[src/design/assert_macros.svh]
// assertion macros shared by the sector frame handler modules
`ifndef ASSERT_MACROS_SVH
`define ASSERT_MACROS_SVH

// property must hold at every clock edge outside reset
`define SSFH_ASSERT(lbl, prop, msg) \
  lbl: assert property (@(posedge clk) disable iff (!rst_n) (prop)) else $error(msg);

// condition must never be seen outside reset
`define SSFH_NEVER(lbl, cond, msg) \
  lbl: assert property (@(posedge clk) disable iff (!rst_n) !(cond)) else $error(msg);

`endif

[src/design/ssfh_pkg.sv]
// types and constants of the serial sector frame handler
package ssfh_pkg;

  localparam logic [7:0] TOK_FIRST  = 8'hAA;
  localparam logic [7:0] TOK_SECOND = 8'h55;
  localparam logic [7:0] ACK_FIRST  = 8'hCC;
  localparam logic [7:0] ACK_SECOND = 8'hEE;
  localparam logic [7:0] OP_READ    = 8'd5;
  localparam logic [7:0] OP_WRITE   = 8'd6;

  localparam logic SRC_SERIAL = 1'b0;
  localparam logic SRC_STORE  = 1'b1;

  localparam int OFFSET_W   = 21;
  localparam int CMDQ_DEPTH = 4;
  localparam int CMDQ_AW    = $clog2(CMDQ_DEPTH);

  // result kinds as seen on the output port
  typedef enum logic [2:0] {
    RES_READ_REQ   = 3'd0,
    RES_WRITE_REQ  = 3'd1,
    RES_BAD_OP     = 3'd2,
    RES_TX_BYTE    = 3'd3,
    RES_WRITE_DATA = 3'd4,
    RES_WRITE_END  = 3'd5
  } res_kind_t;

  // commands from front to back, each expands to one to three results
  typedef enum logic [2:0] {
    CMD_READ_REQ,
    CMD_WRITE_REQ,
    CMD_BAD_OP,
    CMD_TX_BYTE,
    CMD_TX_LAST,
    CMD_WRITE_DATA,
    CMD_WRITE_END
  } cmd_kind_t;

  typedef struct packed {
    cmd_kind_t           kind;
    logic [7:0]          data;
    logic [7:0]          aux;
    logic [7:0]          drive;
    logic [7:0]          track;
    logic [7:0]          sector;
    logic [OFFSET_W-1:0] offset;
    logic                present;
  } cmd_t;

  typedef struct packed {
    res_kind_t           kind;
    logic [7:0]          value;
    logic [7:0]          drive;
    logic [7:0]          track;
    logic [7:0]          sector;
    logic [OFFSET_W-1:0] offset;
    logic                present;
    logic                check_ok;
    logic                last;
  } res_t;

endpackage

[src/design/serial_sector_frame_handler_unit.sv]
// top level of the serial sector frame handler
//
// host side of a serial disk-sector link. input words are either serial line
// bytes (operation 0) or storage bytes (operation 1). the front end hunts the
// tokens 0xAA 0x55, takes a five byte header (drive, operation, track, sector,
// check) and classifies every word into a command; the back end expands each
// command into result words. a read request gives three results (request,
// 0xCC, 0xEE), each storage byte of the reply one result and the last one two
// (byte and xor check); a write request gives one result, then one write data
// result per serial byte and a write end with the commit flag. words that
// cause no result (token hunt, header bytes, serial bytes during a read reply,
// stray storage bytes) are simply consumed. one input word is taken per clock
// as long as the four entry command queue has room; results leave at one per
// clock from the output register while pop is held, so over a long run the
// result side pop rate sets the pace and full rises when the queue backs up.
// the single register, the drive present mask, is written through the cfg
// port, which is always ready; write it only while the block is idle.
module serial_sector_frame_handler_unit import ssfh_pkg::*; #(
  parameter int SECTOR_BYTES      = 256,
  parameter int SECTORS_PER_TRACK = 16
) (
  input  logic                clk,
  input  logic                rst_n,
  // input word queue side
  input  logic                push,
  output logic                full,
  input  logic                in_operation,
  input  logic [7:0]          in_byte_value,
  // result word queue side
  output logic                empty,
  input  logic                pop,
  output logic [2:0]          out_kind,
  output logic [7:0]          out_byte_value_res,
  output logic [7:0]          out_drive,
  output logic [7:0]          out_track,
  output logic [7:0]          out_sector,
  output logic [OFFSET_W-1:0] out_byte_offset,
  output logic                out_drive_present,
  output logic                out_check_ok,
  output logic                out_last,
  // configuration write channel
  input  logic                cfg_valid,
  output logic                cfg_ready,
  input  logic [3:0]          cfg_drive_present_mask
);

  logic [3:0] mask_r;
  logic       accept;
  logic       q_full;
  logic       f_cmd_valid;
  cmd_t       f_cmd;
  logic       q_avail;
  cmd_t       q_head;
  logic       q_pop;
  logic       b_valid;
  res_t       b_res;

  // config register, always ready
  assign cfg_ready = 1'b1;

  always_ff @(posedge clk) begin
    if (!rst_n) begin
      mask_r <= 4'd0;
    end else if (cfg_valid) begin
      mask_r <= cfg_drive_present_mask;
    end
  end

  // input word is taken whenever the command queue has room
  assign full   = q_full;
  assign accept = push && !q_full;

  ssfh_front #(
    .SECTOR_BYTES      (SECTOR_BYTES),
    .SECTORS_PER_TRACK (SECTORS_PER_TRACK)
  ) u_front (
    .clk           (clk),
    .rst_n         (rst_n),
    .accept        (accept),
    .in_operation  (in_operation),
    .in_byte_value (in_byte_value),
    .mask          (mask_r),
    .cmd_valid     (f_cmd_valid),
    .cmd           (f_cmd)
  );

  // commands queue up here so front and back stall on their own
  ssfh_queue u_queue (
    .clk      (clk),
    .rst_n    (rst_n),
    .push     (f_cmd_valid),
    .push_cmd (f_cmd),
    .full     (q_full),
    .pop      (q_pop),
    .avail    (q_avail),
    .head     (q_head)
  );

  ssfh_back u_back (
    .clk       (clk),
    .rst_n     (rst_n),
    .cmd_avail (q_avail),
    .cmd       (q_head),
    .cmd_pop   (q_pop),
    .out_take  (pop),
    .out_valid (b_valid),
    .res       (b_res)
  );

  // result word fields straight from the output register
  assign empty              = !b_valid;
  assign out_kind           = b_res.kind;
  assign out_byte_value_res = b_res.value;
  assign out_drive          = b_res.drive;
  assign out_track          = b_res.track;
  assign out_sector         = b_res.sector;
  assign out_byte_offset    = b_res.offset;
  assign out_drive_present  = b_res.present;
  assign out_check_ok       = b_res.check_ok;
  assign out_last           = b_res.last;

endmodule

[src/design/ssfh_front.sv]
// front end: token hunt, header capture and per-word classification
`include "assert_macros.svh"

module ssfh_front import ssfh_pkg::*; #(
  parameter int SECTOR_BYTES      = 256,
  parameter int SECTORS_PER_TRACK = 16
) (
  input  logic       clk,
  input  logic       rst_n,
  input  logic       accept,
  input  logic       in_operation,
  input  logic [7:0] in_byte_value,
  input  logic [3:0] mask,
  output logic       cmd_valid,
  output cmd_t       cmd
);

  localparam int CW  = $clog2(SECTOR_BYTES + 1);
  localparam int TMW = 8 + $clog2(SECTORS_PER_TRACK + 1);
  localparam logic [CW-1:0]  SB_C       = CW'(SECTOR_BYTES);
  localparam logic [TMW-1:0] SPT_C      = TMW'(SECTORS_PER_TRACK);
  localparam logic [CW-1:0]  HDR_DRIVE  = CW'(0);
  localparam logic [CW-1:0]  HDR_OP     = CW'(1);
  localparam logic [CW-1:0]  HDR_TRACK  = CW'(2);
  localparam logic [CW-1:0]  HDR_SECTOR = CW'(3);
  localparam logic [CW-1:0]  HDR_CHECK  = CW'(4);

  typedef enum logic [2:0] {
    PH_HUNT1,
    PH_HUNT2,
    PH_HEADER,
    PH_READ,
    PH_WRITE
  } phase_t;

  phase_t              phase_r, phase_nxt;
  logic [CW-1:0]       cnt_r, cnt_nxt;
  logic [7:0]          chk_r, chk_nxt;
  logic [7:0]          drive_r, drive_nxt;
  logic [7:0]          op_r, op_nxt;
  logic [7:0]          track_r, track_nxt;
  logic [7:0]          sector_r, sector_nxt;
  logic [TMW-1:0]      tmul_r, tmul_nxt;
  logic [OFFSET_W-1:0] offset_r, offset_nxt;

  logic                present;
  logic [7:0]          store_byte;
  logic [CW-1:0]       cnt_inc;
  logic [TMW:0]        lin_sector;
  logic [31:0]         prod;

  assign present    = (drive_r[7:2] == 6'd0) && mask[drive_r[1:0]];
  assign store_byte = present ? in_byte_value : 8'd0;
  assign cnt_inc    = cnt_r + 1'b1;
  assign lin_sector = {1'b0, tmul_r} + (TMW + 1)'(in_byte_value);
  assign prod       = 32'(lin_sector) * 32'(SECTOR_BYTES);

  always_comb begin
    phase_nxt   = phase_r;
    cnt_nxt     = cnt_r;
    chk_nxt     = chk_r;
    drive_nxt   = drive_r;
    op_nxt      = op_r;
    track_nxt   = track_r;
    sector_nxt  = sector_r;
    tmul_nxt    = tmul_r;
    offset_nxt  = offset_r;
    cmd_valid   = 1'b0;
    cmd.kind    = CMD_BAD_OP;
    cmd.data    = 8'd0;
    cmd.aux     = 8'd0;
    cmd.drive   = drive_r;
    cmd.track   = track_r;
    cmd.sector  = sector_r;
    cmd.offset  = offset_r;
    cmd.present = present;
    if (accept) begin
      if (in_operation == SRC_STORE) begin
        if (phase_r == PH_READ) begin
          chk_nxt   = chk_r ^ store_byte;
          cmd_valid = 1'b1;
          cmd.data  = store_byte;
          if (cnt_inc >= SB_C) begin
            cmd.kind  = CMD_TX_LAST;
            cmd.aux   = chk_r ^ store_byte;
            phase_nxt = PH_HUNT1;
            cnt_nxt   = '0;
          end else begin
            cmd.kind = CMD_TX_BYTE;
            cnt_nxt  = cnt_inc;
          end
        end
      end else begin
        unique case (phase_r)
          PH_HUNT1: begin
            if (in_byte_value == TOK_FIRST) phase_nxt = PH_HUNT2;
          end
          PH_HUNT2: begin
            if (in_byte_value == TOK_SECOND) begin
              phase_nxt = PH_HEADER;
              cnt_nxt   = '0;
            end else begin
              phase_nxt = PH_HUNT1;
            end
          end
          PH_HEADER: begin
            if (cnt_r == HDR_DRIVE) drive_nxt = in_byte_value;
            if (cnt_r == HDR_OP) op_nxt = in_byte_value;
            if (cnt_r == HDR_TRACK) begin
              track_nxt = in_byte_value;
              tmul_nxt  = TMW'(in_byte_value) * SPT_C;
            end
            if (cnt_r == HDR_SECTOR) begin
              sector_nxt = in_byte_value;
              offset_nxt = prod[OFFSET_W-1:0];
            end
            if (cnt_r == HDR_CHECK) begin
              cnt_nxt   = '0;
              cmd_valid = 1'b1;
              if (op_r == OP_READ) begin
                chk_nxt   = ACK_FIRST ^ ACK_SECOND;
                phase_nxt = PH_READ;
                cmd.kind  = CMD_READ_REQ;
              end else if (op_r == OP_WRITE) begin
                chk_nxt   = 8'd0;
                phase_nxt = PH_WRITE;
                cmd.kind  = CMD_WRITE_REQ;
              end else begin
                phase_nxt = PH_HUNT1;
                cmd.kind  = CMD_BAD_OP;
              end
            end else begin
              cnt_nxt = cnt_inc;
            end
          end
          PH_WRITE: begin
            cmd_valid = 1'b1;
            cmd.data  = in_byte_value;
            if (cnt_r < SB_C) begin
              chk_nxt  = chk_r ^ in_byte_value;
              cnt_nxt  = cnt_inc;
              cmd.kind = CMD_WRITE_DATA;
            end else begin
              cmd.kind  = CMD_WRITE_END;
              cmd.aux   = {7'd0, (chk_r == in_byte_value) && present};
              phase_nxt = PH_HUNT1;
              cnt_nxt   = '0;
            end
          end
          PH_READ: begin
            // serial words during a read reply are dropped
          end
          default: begin
            phase_nxt = PH_HUNT1;
            cnt_nxt   = '0;
          end
        endcase
      end
    end
  end

  always_ff @(posedge clk) begin
    if (!rst_n) begin
      phase_r  <= PH_HUNT1;
      cnt_r    <= '0;
      chk_r    <= 8'd0;
      drive_r  <= 8'd0;
      op_r     <= 8'd0;
      track_r  <= 8'd0;
      sector_r <= 8'd0;
      tmul_r   <= '0;
      offset_r <= '0;
    end else begin
      phase_r  <= phase_nxt;
      cnt_r    <= cnt_nxt;
      chk_r    <= chk_nxt;
      drive_r  <= drive_nxt;
      op_r     <= op_nxt;
      track_r  <= track_nxt;
      sector_r <= sector_nxt;
      tmul_r   <= tmul_nxt;
      offset_r <= offset_nxt;
    end
  end

  `SSFH_ASSERT(a_hdr_cnt, (phase_r != PH_HEADER) || (cnt_r <= HDR_CHECK), "header count overrun")
  `SSFH_ASSERT(a_data_cnt, (phase_r == PH_HEADER) || (cnt_r < SB_C) || (phase_r == PH_WRITE && cnt_r == SB_C), "sector count overrun")

endmodule

[src/design/ssfh_queue.sv]
// short command queue between front and back
`include "assert_macros.svh"

module ssfh_queue import ssfh_pkg::*; (
  input  logic clk,
  input  logic rst_n,
  input  logic push,
  input  cmd_t push_cmd,
  output logic full,
  input  logic pop,
  output logic avail,
  output cmd_t head
);

  cmd_t               mem_r [CMDQ_DEPTH];
  logic [CMDQ_AW-1:0] wr_ptr_r;
  logic [CMDQ_AW-1:0] rd_ptr_r;
  logic [CMDQ_AW:0]   count_r;

  assign full  = (count_r == (CMDQ_AW + 1)'(CMDQ_DEPTH));
  assign avail = (count_r != '0);
  assign head  = mem_r[rd_ptr_r];

  always_ff @(posedge clk) begin
    if (push) mem_r[wr_ptr_r] <= push_cmd;
  end

  always_ff @(posedge clk) begin
    if (!rst_n) begin
      wr_ptr_r <= '0;
      rd_ptr_r <= '0;
      count_r  <= '0;
    end else begin
      if (push) wr_ptr_r <= wr_ptr_r + 1'b1;
      if (pop) rd_ptr_r <= rd_ptr_r + 1'b1;
      if (push && !pop) count_r <= count_r + 1'b1;
      else if (pop && !push) count_r <= count_r - 1'b1;
    end
  end

  `SSFH_NEVER(a_q_overflow, push && full, "command queue overflow")
  `SSFH_NEVER(a_q_underflow, pop && !avail, "command queue underflow")

endmodule

[src/design/ssfh_back.sv]
// back end: expands commands into result words behind an output register
`include "assert_macros.svh"

module ssfh_back import ssfh_pkg::*; (
  input  logic clk,
  input  logic rst_n,
  input  logic cmd_avail,
  input  cmd_t cmd,
  output logic cmd_pop,
  input  logic out_take,
  output logic out_valid,
  output res_t res
);

  logic [1:0] idx_r;
  logic [1:0] last_idx;
  logic       out_valid_r;
  res_t       res_r;
  res_t       res_nxt;
  logic       adv;
  logic       take;

  always_comb begin
    unique case (cmd.kind)
      CMD_READ_REQ: last_idx = 2'd2;
      CMD_TX_LAST:  last_idx = 2'd1;
      default:      last_idx = 2'd0;
    endcase
  end

  assign adv     = !out_valid_r || out_take;
  assign take    = adv && cmd_avail;
  assign cmd_pop = take && (idx_r == last_idx);

  always_comb begin
    res_nxt.drive    = cmd.drive;
    res_nxt.track    = cmd.track;
    res_nxt.sector   = cmd.sector;
    res_nxt.offset   = cmd.offset;
    res_nxt.present  = cmd.present;
    res_nxt.check_ok = 1'b0;
    res_nxt.last     = (idx_r == last_idx);
    res_nxt.value    = 8'd0;
    res_nxt.kind     = RES_BAD_OP;
    unique case (cmd.kind)
      CMD_READ_REQ: begin
        if (idx_r == 2'd0) begin
          res_nxt.kind = RES_READ_REQ;
        end else begin
          res_nxt.kind  = RES_TX_BYTE;
          res_nxt.value = (idx_r == 2'd1) ? ACK_FIRST : ACK_SECOND;
        end
      end
      CMD_WRITE_REQ: res_nxt.kind = RES_WRITE_REQ;
      CMD_BAD_OP:    res_nxt.kind = RES_BAD_OP;
      CMD_TX_BYTE: begin
        res_nxt.kind  = RES_TX_BYTE;
        res_nxt.value = cmd.data;
      end
      CMD_TX_LAST: begin
        res_nxt.kind  = RES_TX_BYTE;
        res_nxt.value = (idx_r == 2'd0) ? cmd.data : cmd.aux;
      end
      CMD_WRITE_DATA: begin
        res_nxt.kind  = RES_WRITE_DATA;
        res_nxt.value = cmd.data;
      end
      CMD_WRITE_END: begin
        res_nxt.kind     = RES_WRITE_END;
        res_nxt.value    = cmd.data;
        res_nxt.check_ok = cmd.aux[0];
      end
      default: res_nxt.kind = RES_BAD_OP;
    endcase
  end

  always_ff @(posedge clk) begin
    if (!rst_n) begin
      out_valid_r <= 1'b0;
      idx_r       <= 2'd0;
    end else begin
      if (adv) out_valid_r <= cmd_avail;
      if (take) idx_r <= (idx_r == last_idx) ? 2'd0 : idx_r + 2'd1;
    end
  end

  always_ff @(posedge clk) begin
    if (take) res_r <= res_nxt;
  end

  assign out_valid = out_valid_r;
  assign res       = res_r;

  `SSFH_ASSERT(a_idx_range, !cmd_avail || (idx_r <= last_idx), "result index past command end")
  `SSFH_ASSERT(a_idle_idx, cmd_avail || (idx_r == 2'd0), "result index left open without command")

endmodule

[config.mk]
export PLATFORM = sky130hd
export DESIGN_NAME = serial_sector_frame_handler_unit
export DESIGN_NICKNAME = d
export VERILOG_FILES = /design/src/design/ssfh_pkg.sv /design/src/design/serial_sector_frame_handler_unit.sv /design/src/design/ssfh_front.sv /design/src/design/ssfh_queue.sv /design/src/design/ssfh_back.sv
export VERILOG_INCLUDE_DIRS = /design/src /design/src/design
export SDC_FILE = /design/constraint.sdc
export NUM_CORES = 1
export LEC_CHECK = 0
export ABC_AREA = 1
export BUFFER_PORTS_ARGS = -buffer_cell sky130_fd_sc_hd__buf_2
export CAP_MARGIN = 30
export CORE_MARGIN = 2
export CORE_UTILIZATION = 60
export CTS_BUF_LIST = sky130_fd_sc_hd__clkbuf_4 sky130_fd_sc_hd__clkbuf_8
export DETAILED_ROUTE_END_ITERATION = 6
export HOLD_SLACK_MARGIN = 0.02
export PLACE_DENSITY = 0.79
export SLEW_MARGIN = 25
export SYNTH_ARGS = -nofsm -noshare
export SYNTH_HDL_FRONTEND = slang
export SYNTH_SLANG_ARGS = --single-unit
[constraint.sdc]
create_clock -name clk -period 10.3 [get_ports clk]
set_clock_uncertainty 0.1 [all_clocks]
set_input_delay 2.06 -clock clk [delete_from_list [all_inputs] [get_ports clk]]
set_output_delay 2.06 -clock clk [all_outputs]
set_load 0.01 [all_outputs]
# Yosys cells after proc, flatten, opt, wreduce, memory -nomap -nowiden
# Memories as Yosys holds them, arrays and structs flattened. A register that Yosys moved wholly into a read port is not among the register bits.
# Index checks and enable logic that the tools add are counted.
# W data, S select, Z words.
dict set report classes {
  reduce_logical 30
  div_mod_pow 0
  order_cmp 3
  multipliers 0
  add_sub_neg 7
  muxes 58
  eq_ne 31
  shifts 0
  n_bitwise 3
}
# op count
set ops {}
lappend ops {{$mux W8} 10}
lappend ops {{$mux W19} 3}
lappend ops {{$mux W9} 6}
lappend ops {{$mux W3} 13}
lappend ops {{$pmux W9 S4} 1}
lappend ops {{$pmux W3 S5} 2}
lappend ops {{$pmux W8 S3} 1}
lappend ops {{$reduce_and A4 Y1} 5}
lappend ops {{$eq A9 B2 Y1 const B} 2}
lappend ops {{$eq A8 B3 Y1 const B} 2}
lappend ops {{$mux W16} 1}
lappend ops {{$pmux W8 S2} 1}
lappend ops {{$xor A8 B8 Y8} 2}
lappend ops {{$eq A3 B3 Y1 const B} 5}
lappend ops {{$mux W2} 7}
lappend ops {{$add A12 B8 Y13} 1}
lappend ops {{$ne A3 B2 Y1 const B} 4}
lappend ops {{$add A9 B1 Y9 const B} 1}
lappend ops {{$eq A3 B2 Y1 const B} 3}
lappend ops {{$eq A9 B1 Y1 const B} 1}
lappend ops {{$eq A9 B3 Y1 const B} 1}
lappend ops {{$ge A9 B9 Y1 const B} 1}
lappend ops {{$logic_not A9 Y1} 1}
lappend ops {{$lt A9 B9 Y1 const B} 1}
lappend ops {{other kinds (33)} 57}
dict set report word_totals {
  ram_bits 228
  mem_bits_ro 0
  ff_bits 138
  latchBits 0
  memories 1
  out_inout_bits 62
}
# memory words word_bits rd rd_clocked_by_memory_dff wr line
set mem_list {}
lappend mem_list {u_queue.mem_r 4 57 1 1 1 ssfh_queue.sv:15} ;# cmd_t mem_r [CMDQ_DEPTH];

# Logic depth before layout (Yosys ltp)
# Gate-level depths: netlist (run 1).
dict set report logic_depth {
  ltp_word 9
  ltp_mapped 17
  ltp_nobuf 16
}

# Hierarchy
# A second synthesis (run 1) with hierarchy kept.
dict set report hier_totals {
  cells_unflattened 1496
  area_unflattened_um2 16847.4
}
# mod seq_area_each_um2 cells_each instances area_each_um2
set modules_own_cells {}
lappend modules_own_cells {ssfh_queue 7987.7 688 1 10397.5}
lappend modules_own_cells {ssfh_front 1221.2 619 1 3972.6}
lappend modules_own_cells {ssfh_back 1831.8 159 1 2288.4}
lappend modules_own_cells {serial_sector_frame_handler_unit 80.1 30 1 188.9}

# Worst setup path after synthesis (run 1)
# No wires, ideal clock.
dict set report synth_path {
  kind {input -> register}
  startpoint {input port in_operation}
  endpoint {memory u_queue.mem_r[0][0] (netlist name), enable pin}
  t_required_ns 9.736
  setup_ns 0.464
  t_arrival_ns 4.703
  path_buffers 0
  path_stages 5
  path_slack_ns 5.033
  cell_sequence {inv_2 nor2_2 nor2_4 nand2_1 nor2_1}
}
dict set report synth_via {
  elab_chain_cells 4
}
# item line
set synth_rtl {}
lappend synth_rtl {{start: declaration} serial_sector_frame_handler_unit.sv:27} ;# input logic in_operation,
lappend synth_rtl {{$mux W1} ssfh_front.sv:78} ;# if (in_operation == SRC_STORE) begin
lappend synth_rtl {{$mux W1} ssfh_front.sv:77} ;# if (accept) begin
lappend synth_rtl {{$mux W1} ssfh_queue.sv:25} ;# if (push) mem_r[wr_ptr_r] <= push_cmd;
lappend synth_rtl {{$mux W1 (implied by the code)} ssfh_queue.sv:25}
lappend synth_rtl {{end: declaration} ssfh_queue.sv:15}
# No other way between the ends.

# Final worst setup path (run 1)
dict set report layout_path {
  startpoint {input port in_operation}
  endpoint {register u_queue.count_r[2]}
}
dict set report layout_via {
  elab_chain_cells 5
}
# item line
set layout_rtl {}
lappend layout_rtl {{$mux W1 *} ssfh_front.sv:78}
lappend layout_rtl {{$mux W1 *} ssfh_front.sv:77}
lappend layout_rtl {{named net f_cmd_valid} serial_sector_frame_handler_unit.sv:50} ;# logic f_cmd_valid;
lappend layout_rtl {{$logic_not A1 Y1} ssfh_queue.sv:37} ;# else if (pop && !push) count_r <= count_r - 1'b1;
lappend layout_rtl {{$logic_and A1 B1 Y1} ssfh_queue.sv:37}
lappend layout_rtl {{$reduce_bool A2 Y1 (no source line)} --}
lappend layout_rtl {{end signal: assignment} ssfh_queue.sv:36} ;# if (push && !pop) count_r <= count_r + 1'b1;
lappend layout_rtl {{end signal: assignment} ssfh_queue.sv:37}
lappend layout_rtl {{end: declaration} ssfh_queue.sv:18} ;# logic [CMDQ_AW:0] count_r;
# The timed path passes the listed nets; every way through them passes the cells marked *.
# A chain may end at the register's enable or synchronous reset.

==> key figures, run 1 <==
Finish
  • P&R area growth vs syn: 12.3%
  • Fin nets: 1411
  • Fraction of layout cells with a size suffix above 1: 0.161
  • Final cell count without fillers: 1737
  • Ant. Diodes: 0
  • Post-route design area: 15800 µm²

Route
  • Wire length per cell: 17.4 µm
  • WL final: 30.3 mm
  • DR vias: 9720
  • Initial DRC count: 898
  • DRC viols: 0
  • TritonRoute pass-1 iters: 5
  • DRT antenna net count: 0
  • Avg Vias per Cell: 5.60

Timing
  • Worst-Margin Slew: 857 ps
  • WHS: 345 ps
  • Max-slew violation total from the final report: 0
  • Slew HR: 0.429
  • Max Fclk: 254 MHz
  • Period utilization: 0.383
  • Final Hold Vio Count: 0
  • Final setup fails: 0
  • Setup ws final: 6360 ps
  • Min cycle time layout: 3940 ps
  • RSZ-0062 raised after global routing: false
  • Setup TNS: 0 ps

Clock network
  • Post-cts sizing count: 0
  • Post-CTS Setup Inserts: 0
  • H-tree depth reported by CTS: 2
  • CTS Buf Count: 52
  • Root buf cell: clkbuf_8
  • Clk pin slew, worst setup/hold paths: 60 ps
  • TritonCTS Sinks: 336
  • TritonCTS clock tree: yes
  • Hold_buf cts: 0
  • Clock latency on the worst-skew pair: 590 ps
  • CTS Buffer Depth: 3

Worst hold path
  • Min-Delay Path Class: flop to flop

Yosys
  • Most frequent cell after synthesis: edfxtp_1
  • Post-synthesis async set-or-reset flop share: 0
  • Largest area contributor in the netlist: edfxtp_1
  • Synth Cell Area: 14100 µm²
  • Synth unique cells: 46
  • Synth Area per Inst: 10.8 µm²
  • Sequential area share after synthesis: 0.662
  • Synth top cells by count: edfxtp_1, nor2_1, o21ai_0, nand2_1, inv_1
  • Post-synth EDFFs: 259
  • Post-synth top area share: 0.553
  • Seq cells post-synth: 336
  • Ranking of synthesized cells by area: edfxtp_1, dfxtp_1, o21ai_0
  • Synth Flop Type: edfxtp_1
  • Post-Synthesis Cells: 1298
  • Yosys Warn Count: 0

Global routing
  • GRT met2 Usage: 0.421
  • Grt ovf: 0
  • First-pass GRT wire length: 48.2 mm
  • Grt peak-use layer: met2
  • Largest net degree at the start of global routing: 108
  • All-Layer GR Usage: 0.251
  • M1 GR Usage: 0.337
  • Antenna violations before repair: 0
  • Global-route track usage on met3: 0.0330
  • Vias in the first global route: 9366

Critical path
  • Worst setup endpoint: u_queue.count_r[2]
  • Crit. End Element: flop
  • CP arrival: 4290 ps
  • Worst r2r path cells: 16
  • FF-to-FF setup slack: 7060 ps
  • FF-to-FF End: u_queue.count_r[2]
  • Critical Path Source: in_operation
  • Startpoint Class: input pin
  • Critical Path Fanout Max: 18
  • Crit path kind: input pin to flop
  • Req. time, crit path: 10650 ps

Place
  • Hpwl dp: 18.5 mm
  • I/O Buffers: 70
  • Post-placement setup slack: 5800 ps
  • Placed Instances: 1639
  • Gpl congestion: 0.939
  • Post-DP Area: 14600 µm²

Die
  • Die H: 157 µm
  • Boundary pin count: 80
  • Core Region: 23300 µm²
  • Die area: 24700 µm²
  • Width of the chip: 157 µm
  • Num rows: 56
  • Initial Utilization: 0.605

Power and ir drop
  • Cell internal pwr: 2630 µW
  • Switching power: 1160 µW
  • Net Sw Frac: 0.306
  • VDD IR max: 160 µV
  • P per Cell Area: 239 nW/µm²
  • Leak: 0.00609 µW
  • Combinational Power Share: 0.236
  • Clock group share of total power: 0.317
  • Reg power frac: 0.447

Outcome
  • Status: finished clean

Job
  • Max_cap viols: 0
[layer usage]
layer	vias to the layer above	wire, µm
li1	4678	-
met1	4602	12800
met2	381	15000
met3	59	1830
met4	0	754
met5	-	0
[placed cells by master (no fill, tap or decap), types with 7 or more instances in the layout]
cell type	count
a21oi_1	60
a21oi_2	7
buf_2	70
buf_4	9
clkbuf_4	18
clkbuf_8	63
clkinv_2	7
conb_1	9
dfxtp_1	76
edfxtp_1	259
ha_1	16
inv_1	97
inv_2	10
nand2_1	152
nand3_1	36
nand4_1	17
nor2_1	198
nor2_4	9
nor3_1	16
o21ai_0	154
o21ai_1	16
o22ai_1	45
xor2_1	9
[power groups by stage]
stage / clock (µW) / sequential, µW / combinational, µW
floorplan: 0 / 1780 / 549
finish: 1200 / 1690 / 891
detailed placement: 0 / 1720 / 878
CTS: 1210 / 1690 / 885
global placement: 0 / 1720 / 831
global route: 1270 / 1710 / 997
[worst max-delay path, stage by stage]
cell	delay [ps]
buf_2	150
inv_2	280
nor2_2	100
nor2_4	130
nand2_1	300
inv_1	210
ha_1	160
inv_1	60
fa_1	380
a21oi_1	140
o21ai_0	110
o21ai_0	160
a21oi_1	60
[worst min-delay path by stage]
stage,to,cells after the start,startpoint,slack (ps)
2_1_floorplan,u_front.op_r[2],2,u_front.op_r[2],320
3_3_place_gp,u_front.op_r[2],2,u_front.op_r[2],330
3_5_place_dp,u_front.op_r[2],2,u_front.op_r[2],340
4_1_cts,u_front.op_r[2],2,u_front.op_r[2],350
5_1_grt,u_front.op_r[2],2,u_front.op_r[2],370
6_report,u_front.op_r[2],2,u_front.op_r[2],340
[per-stage QoR]
step	total power (µW)	util
finish	3780	0.679
global route	3980	0.679
CTS	3790	0.678
detailed placement	2600	0.628
global placement	2550	0.627
floorplan	2330	-
[area by class of cell]
type | instances | area (µm²)
inverter | 109 | 412
clock inverter | 16 | 165
tap | 319 | 399
fill | 1742 | 7460
timing repair buffer | 82 | 477
clock buffer | 81 | 1000
sequential | 336 | 9320
multi-input combinational | 794 | 4030
[state kept, by name, summed over array words and instances (netlist names), 4 cells and up, named ones only]
name              count
u_back.res           47
u_front.tmul_r        8
u_front.offset_r      9
u_front.sector_r      8
u_front.drive_r       8
u_front.cnt_r         9
u_queue.mem_r       212
u_front.chk_r         8
u_front.op_r          8
mask_r                4
[kinds of logic after synthesis]
| logic type | Yosys count | synth area share |
|---|---|---|
| and+or+nand+nor | 460 | 0.143 |
| DFF | 336 | 0.662 |
| AOI/OAI and AO/OA | 297 | 0.115 |
| buffers and inverters | 175 | 0.0555 |
| adders and majority gates | 18 | 0.0171 |
| xor gates and xnor gates | 10 | 0.00623 |
| other | 2 | 0.000534 |
Note: power is estimated with default switching activity, not from simulation.
==> run 2: changes to the inputs <==
clock period = 3.8 ns   (was 10.3 ns; I/O delays follow)
==> key figures, run 2 (synthesis gave the netlist of run 1 again) <==
Outcome
  • Status: finished clean

Finish
  • Top reg by flops: u_queue.mem_r
  • P&R area growth vs syn: 12.0%
  • Most frequent cells in the layout: edfxtp_1, nor2_1, o21ai_0
  • Fraction of layout cells with a size suffix above 1: 0.161
  • Multi-input logic area: 4030 µm²
  • Commonest non-fill, non-tap cell in the layout: edfxtp_1
  • Final cell count without fillers: 1739
  • Sequential cell area: 9320 µm²
  • Fillers: 1712
  • Fin nets: 1411
  • Flip-flop count of the largest register after layout: 212

Critical path
  • Crit path kind: flop to flop
  • Critical Path Fanout Max: 9
  • Req. time, crit path: 4140 ps
  • Crit. End Element: flop
  • Worst setup endpoint: u_queue.count_r[2]
  • FF-to-FF setup slack: 1070 ps
  • Critical path's slowest cell: dfxtp_2
  • Cell repeated most along the worst path: nand2_1
  • Worst r2r path cells: 15
  • Startpoint Class: flop
  • CP arrival: 3070 ps
  • Max incr delay on CP: 390 ps
  • Cell chain of the critical path: inv_2 > nand2_1 > nand3_1 > nand2_1 > nand3_2 > nand2_1 > nand2_1 > nand3_2 > ha_1 > inv_1 > fa_1 > a21oi_1 > o21ai_0 > o21ai_0 > a21oi_1
  • FF-to-FF End: u_queue.count_r[2]

Route
  • WL final: 30.4 mm
  • DRC viols: 0
  • TritonRoute pass-1 iters: 6
  • Wire length per cell: 17.5 µm
  • DR vias: 9809
  • DRT antenna net count: 0
  • Avg Vias per Cell: 5.64
  • Initial DRC count: 864

Die
  • Die area: 24700 µm²
  • Initial Utilization: 0.605
  • Width of the chip: 157 µm
  • Num rows: 56
  • Boundary pin count: 80
  • Die H: 157 µm
  • Core Region: 23300 µm²

Global routing
  • Grt ovf: 0
  • First-pass GRT wire length: 48.0 mm
  • Vias in the first global route: 9283
  • Largest net degree at the start of global routing: 101
  • Antenna violations before repair: 1
  • All-Layer GR Usage: 0.251

Timing
  • Min cycle time layout: 2730 ps
  • Period utilization: 0.718
  • Max Fclk: 367 MHz
  • Worst-Margin Slew: 980 ps
  • Slew HR: 0.347
  • WHS: 298 ps
  • Setup ws final: 1070 ps
  • Final setup fails: 0
  • Max-slew violation total from the final report: 0
  • Final Hold Vio Count: 0
  • RSZ-0062 raised after global routing: false

Power and ir drop
  • Net Sw Frac: 0.311
  • Cell internal pwr: 6940 µW
  • Combinational Power Share: 0.234
  • Reg power frac: 0.457
  • VDD IR max: 420 µV
  • Leak: 0.00606 µW
  • Clock group share of total power: 0.308
  • Power, Total: 10100 µW
  • P per Cell Area: 639 nW/µm²
  • Switching power: 3120 µW

Clock network
  • CTS Buf Count: 52
  • Root buf cell: clkbuf_8
  • Post-CTS Setup Inserts: 0
  • H-tree depth reported by CTS: 2
  • Post-cts sizing count: 0
  • CTS Buffer Depth: 3
  • Clk pin slew, worst setup/hold paths: 60 ps
  • Clock latency on the worst-skew pair: 590 ps
  • Hold_buf cts: 0
  • TritonCTS Sinks: 336
  • TritonCTS clock tree: yes

Job
  • Max_cap viols: 0

Worst hold path
  • Min-Delay Path Class: input pin to flop

Place
  • Placed Instances: 1640
  • Post-placement setup slack: 886 ps
  • I/O Buffers: 70
  • Hpwl dp: 18.4 mm
  • Gpl congestion: 0.934
-- run 2: power by group through the flow --
stage	sequential [µW]	clock, µW	combinational [µW]
after global placement	4660	0	2250
after detailed placement	4680	0	2350
after floorplan	4820	0	1490
final	4600	3100	2360
after CTS	4610	3140	2370
after global routing	4640	3290	2650
-- run 2: final cells by class --
| class | count | share of cell area |
|---|---|---|
| clock inverters | 12 | 0.00628 |
| well taps | 319 | 0.0253 |
| multi-input cells | 794 | 0.256 |
| flip-flops and latches | 336 | 0.592 |
| clock buffers | 86 | 0.0636 |
| repair buffers | 82 | 0.0311 |
| diodes | 1 | 0.000159 |
| inverters | 109 | 0.0261 |
-- run 2: worst min-delay path by stage --
stage | endpoint | from | slack (ps) | cells past startpoint
after floorplan | u_front.op_r[2] | u_front.op_r[2] | 320 | 2
after global placement | u_front.op_r[7] | u_front.op_r[7] | 330 | 2
after detailed placement | u_front.op_r[7] | u_front.op_r[7] | 340 | 2
after CTS | mask_r[3] | cfg_drive_present_mask[3] | 270 | 3
after global routing | mask_r[1] | cfg_drive_present_mask[1] | 290 | 3
final | mask_r[3] | cfg_drive_present_mask[3] | 300 | 3
-- run 2: per-layer routing --
layer  routed length, µm  up-vias  global-route usage
li1                    -     4678                   -
met1               12700     4614               0.340
met2               14500      436               0.409
met3                2220       81              0.0427
met4                 966        0              0.0987
met5                   0        -                   0
-- run 2: worst max-delay path, delay by kind of cell (launching register included) --
kind | cells | cell delay (ps)
AO/OA/AOI/OAI | 4 | 470
adder cells (fa/ha/maj) | 2 | 530
buffers and inverters | 2 | 160
flip-flops | 1 | 390
AND/OR/NAND/NOR | 7 | 960
-- run 2: metrics by stage --
step | instance area [µm²] | TNS [ps] | utilization
3_5_place_dp | 14600 | 0 | 0.630
5_1_grt | 15800 | 0 | 0.677
6_report | 15800 | 0 | 0.677
4_1_cts | 15700 | 0 | 0.677
3_3_place_gp | 14600 | 0 | 0.630
2_1_floorplan | 14100 | -35420 | -
==> run 3: changes to the inputs <==
ABC_AREA = 0   (was 1)
clock period = 2.7 ns   (was 3.8 ns; I/O delays follow)
==> key figures, run 3 <==
Critical path
  • Crit. End Element: flop
  • CP arrival: 3210 ps
  • Startpoint Class: flop
  • FF-to-FF setup slack: -130 ps
  • Max incr delay on CP: 560 ps
  • Req. time, crit path: 3080 ps
  • FF-to-FF End: u_queue.count_r[2]
  • Worst r2r path cells: 10
  • Crit path kind: flop to flop
  • Cell chain of the critical path: mux4_2 > or4b_4 > a21oi_4 > o21ai_2 > ha_4 > inv_2 > fa_2 > xor2_1 > or3_1 > a21oi_1
  • Critical path's slowest cell: or4b_4
  • Critical Path Fanout Max: 4

Finish
  • Fraction of layout cells with a size suffix above 1: 0.273
  • Fillers: 1502
  • Top reg by flops: u_queue.mem_r
  • Fin nets: 1055
  • Final cell count without fillers: 1345
  • Most frequent cells in the layout: edfxtp_1, dfxtp_1, buf_2
  • P&R area growth vs syn: 14.9%
  • Multi-input logic area: 4100 µm²
  • Sequential cell area: 9320 µm²
  • Flip-flop count of the largest register after layout: 212
  • Ant. Diodes: 0
  • Commonest non-fill, non-tap cell in the layout: edfxtp_1
  • Fin util: 0.699

Route
  • DR vias: 7877
  • Wire length per cell: 20.1 µm
  • Metal3 WL: 1.63 mm
  • TritonRoute pass-1 iters: 5
  • WL final: 27.1 mm
  • Avg Vias per Cell: 5.86
  • M1 WL: 11.5 mm
  • DRC viols: 0
  • Initial DRC count: 508
  • Top Metal Used: met4
  • Met2 wire length: 13.4 mm
  • DRT antenna net count: 0

Die
  • Core Region: 22600 µm²
  • Boundary pin count: 80
  • Width of the chip: 155 µm
  • Num rows: 55
  • Die H: 155 µm
  • Die area: 24100 µm²
  • Initial Utilization: 0.608

Yosys
  • Post-synth top area share: 0.567
  • Synth Cell Area: 13700 µm²
  • Seq cells post-synth: 336
  • Synth Area per Inst: 15.4 µm²
  • Post-synth EDFFs: 259
  • Synth unique cells: 68
  • Yosys Warn Count: 0
  • Synth top cells by count: edfxtp_1, dfxtp_1, nor2_1, mux4_2, nand2_1
  • Synth Flop Type: edfxtp_1
  • Most frequent cell after synthesis: edfxtp_1
  • Sequential area share after synthesis: 0.679
  • Adder-cell area share of the yosys netlist: 0.0175
  • Post-synthesis compound-gate area fraction: 0.0508
  • Largest family of logic cells by synthesized area: multiplexers
  • Xor/xnor share of the synthesized area: 0.0204
  • Multiplexer share of the synthesized area: 0.120
  • Post-Synthesis Cells: 893
  • Largest area contributor in the netlist: edfxtp_1
  • Post-synthesis simple-gate area fraction: 0.0844
  • Ranking of synthesized cells by area: edfxtp_1, dfxtp_1, mux4_2
  • Post-synthesis async set-or-reset flop share: 0

Timing
  • Final setup fails: 2
  • Max Fclk: 353 MHz
  • Max-slew violation total from the final report: 0
  • Setup ws final: -131 ps
  • Period utilization: 1.05
  • Final Hold Vio Count: 0
  • Worst-Margin Slew: 793 ps
  • Setup TNS: -241 ps
  • Min cycle time layout: 2830 ps
  • Slew HR: 0.470
  • RSZ-0062 raised after global routing: true

Worst hold path
  • Hold Path Origin: cfg_drive_present_mask[0]
  • Hold path endpoint: mask_r[0]
  • Hold path depth: 3
  • Min-Delay Path Class: input pin to flop

Global routing
  • Antenna violations before repair: 0
  • Largest net degree at the start of global routing: 54
  • First-pass GRT wire length: 42.0 mm
  • All-Layer GR Usage: 0.227
  • Vias in the first global route: 7629
  • Grt ovf: 0

Clock network
  • CTS Buffer Depth: 3
  • TritonCTS Sinks: 336
  • Clock latency on the worst-skew pair: 580 ps
  • TritonCTS clock tree: yes
  • H-tree depth reported by CTS: 2
  • Clk pin slew, worst setup/hold paths: 60 ps
  • Root buf cell: clkbuf_8
  • CTS Buf Count: 50

Place
  • I/O Buffers: 70
  • Post-placement setup slack: -139 ps
  • Gpl congestion: 0.835
  • Placed Instances: 1250
  • Hpwl dp: 17.5 mm

Outcome
  • Failing checks: negative setup slack
  • Status: finished with violations

Job
  • Max_cap viols: 0

Power and ir drop
  • Power, Total: 12500 µW
  • P per Cell Area: 795 nW/µm²
  • VDD IR max: 466 µV
  • Leak: 0.00532 µW
==> run 3: where the power goes <==
| group | switching, µW | internal [µW] |
|---|---|---|
| combinational | 1350 | 929 |
| clock | 1860 | 2240 |
| sequential | 132 | 6040 |
==> run 3: metrics by stage <==
step                      hold slack [ps]  instance area (µm²)
after floorplan                       349                13800
after global placement                369                14700
after detailed placement              385                14700
after CTS                             108                15800
after global routing                  133                15800
final                                 140                15800
==> run 3: final cells by class <==
cell class | instances | share of cell area
Clock buffer | 75 | 0.0571
Clock inverter | 18 | 0.00778
Inverter | 20 | 0.00476
Multi-Input combinational cell | 484 | 0.260
Sequential cell | 336 | 0.591
Tap cell | 285 | 0.0226
Timing Repair Buffer | 127 | 0.0566
==> run 3: per-layer routing <==
layer | GRT usage | vias up
li1 | - | 3643
met1 | 0.319 | 3905
met2 | 0.368 | 283
met3 | 0.0401 | 46
met4 | 0.0716 | 0
met5 | 0 | -
==> run 3: worst max path at each step <==
stage / depth (start not counted) / startpoint / end / slack [ps]
6_report: 10 / flop / u_queue.count_r[2] / -130
5_1_grt: 10 / flop / u_queue.count_r[2] / -230
4_1_cts: 10 / flop / u_queue.count_r[2] / -160
3_5_place_dp: 10 / flop / u_queue.count_r[2] / -140
3_3_place_gp: 10 / flop / u_queue.count_r[2] / -90
2_1_floorplan: 12 / flop / u_queue.count_r[2] / -300
==> run 3: cells by family (layout without fill, tap and decap cells) <==
kind of cell / Yosys count / after routing
flops: 336 / 336
simple gates: 223 / 223
compound gates: 105 / 105
mux: 97 / 97
buf+inv: 80 / 240
xor+xnor: 32 / 32
fa+ha+maj: 18 / 18
other cells: 2 / 9
==> run 3: repair_timing <==
| item | 4_1_cts | 5_1_grt |
|---|---|---|
| hold buffers | 0 | 0 |
| endpoints found under the setup margin | 4 | 3 |
| pin swaps | 1 | 4 |
| resized for setup | 1 | 2 |
| buffers inserted | 1 | 0 |
==> run 3: worst max-delay path, delay by kind of cell, from the launching register on <==
| family | cells | cell delay, ps |
|---|---|---|
| simple gates | 2 | 870 |
| mux | 1 | 550 |
| compound gates | 3 | 390 |
| flops | 1 | 380 |
| fa+ha+maj | 2 | 360 |
| xor+xnor | 1 | 70 |
| buf+inv | 1 | 50 |
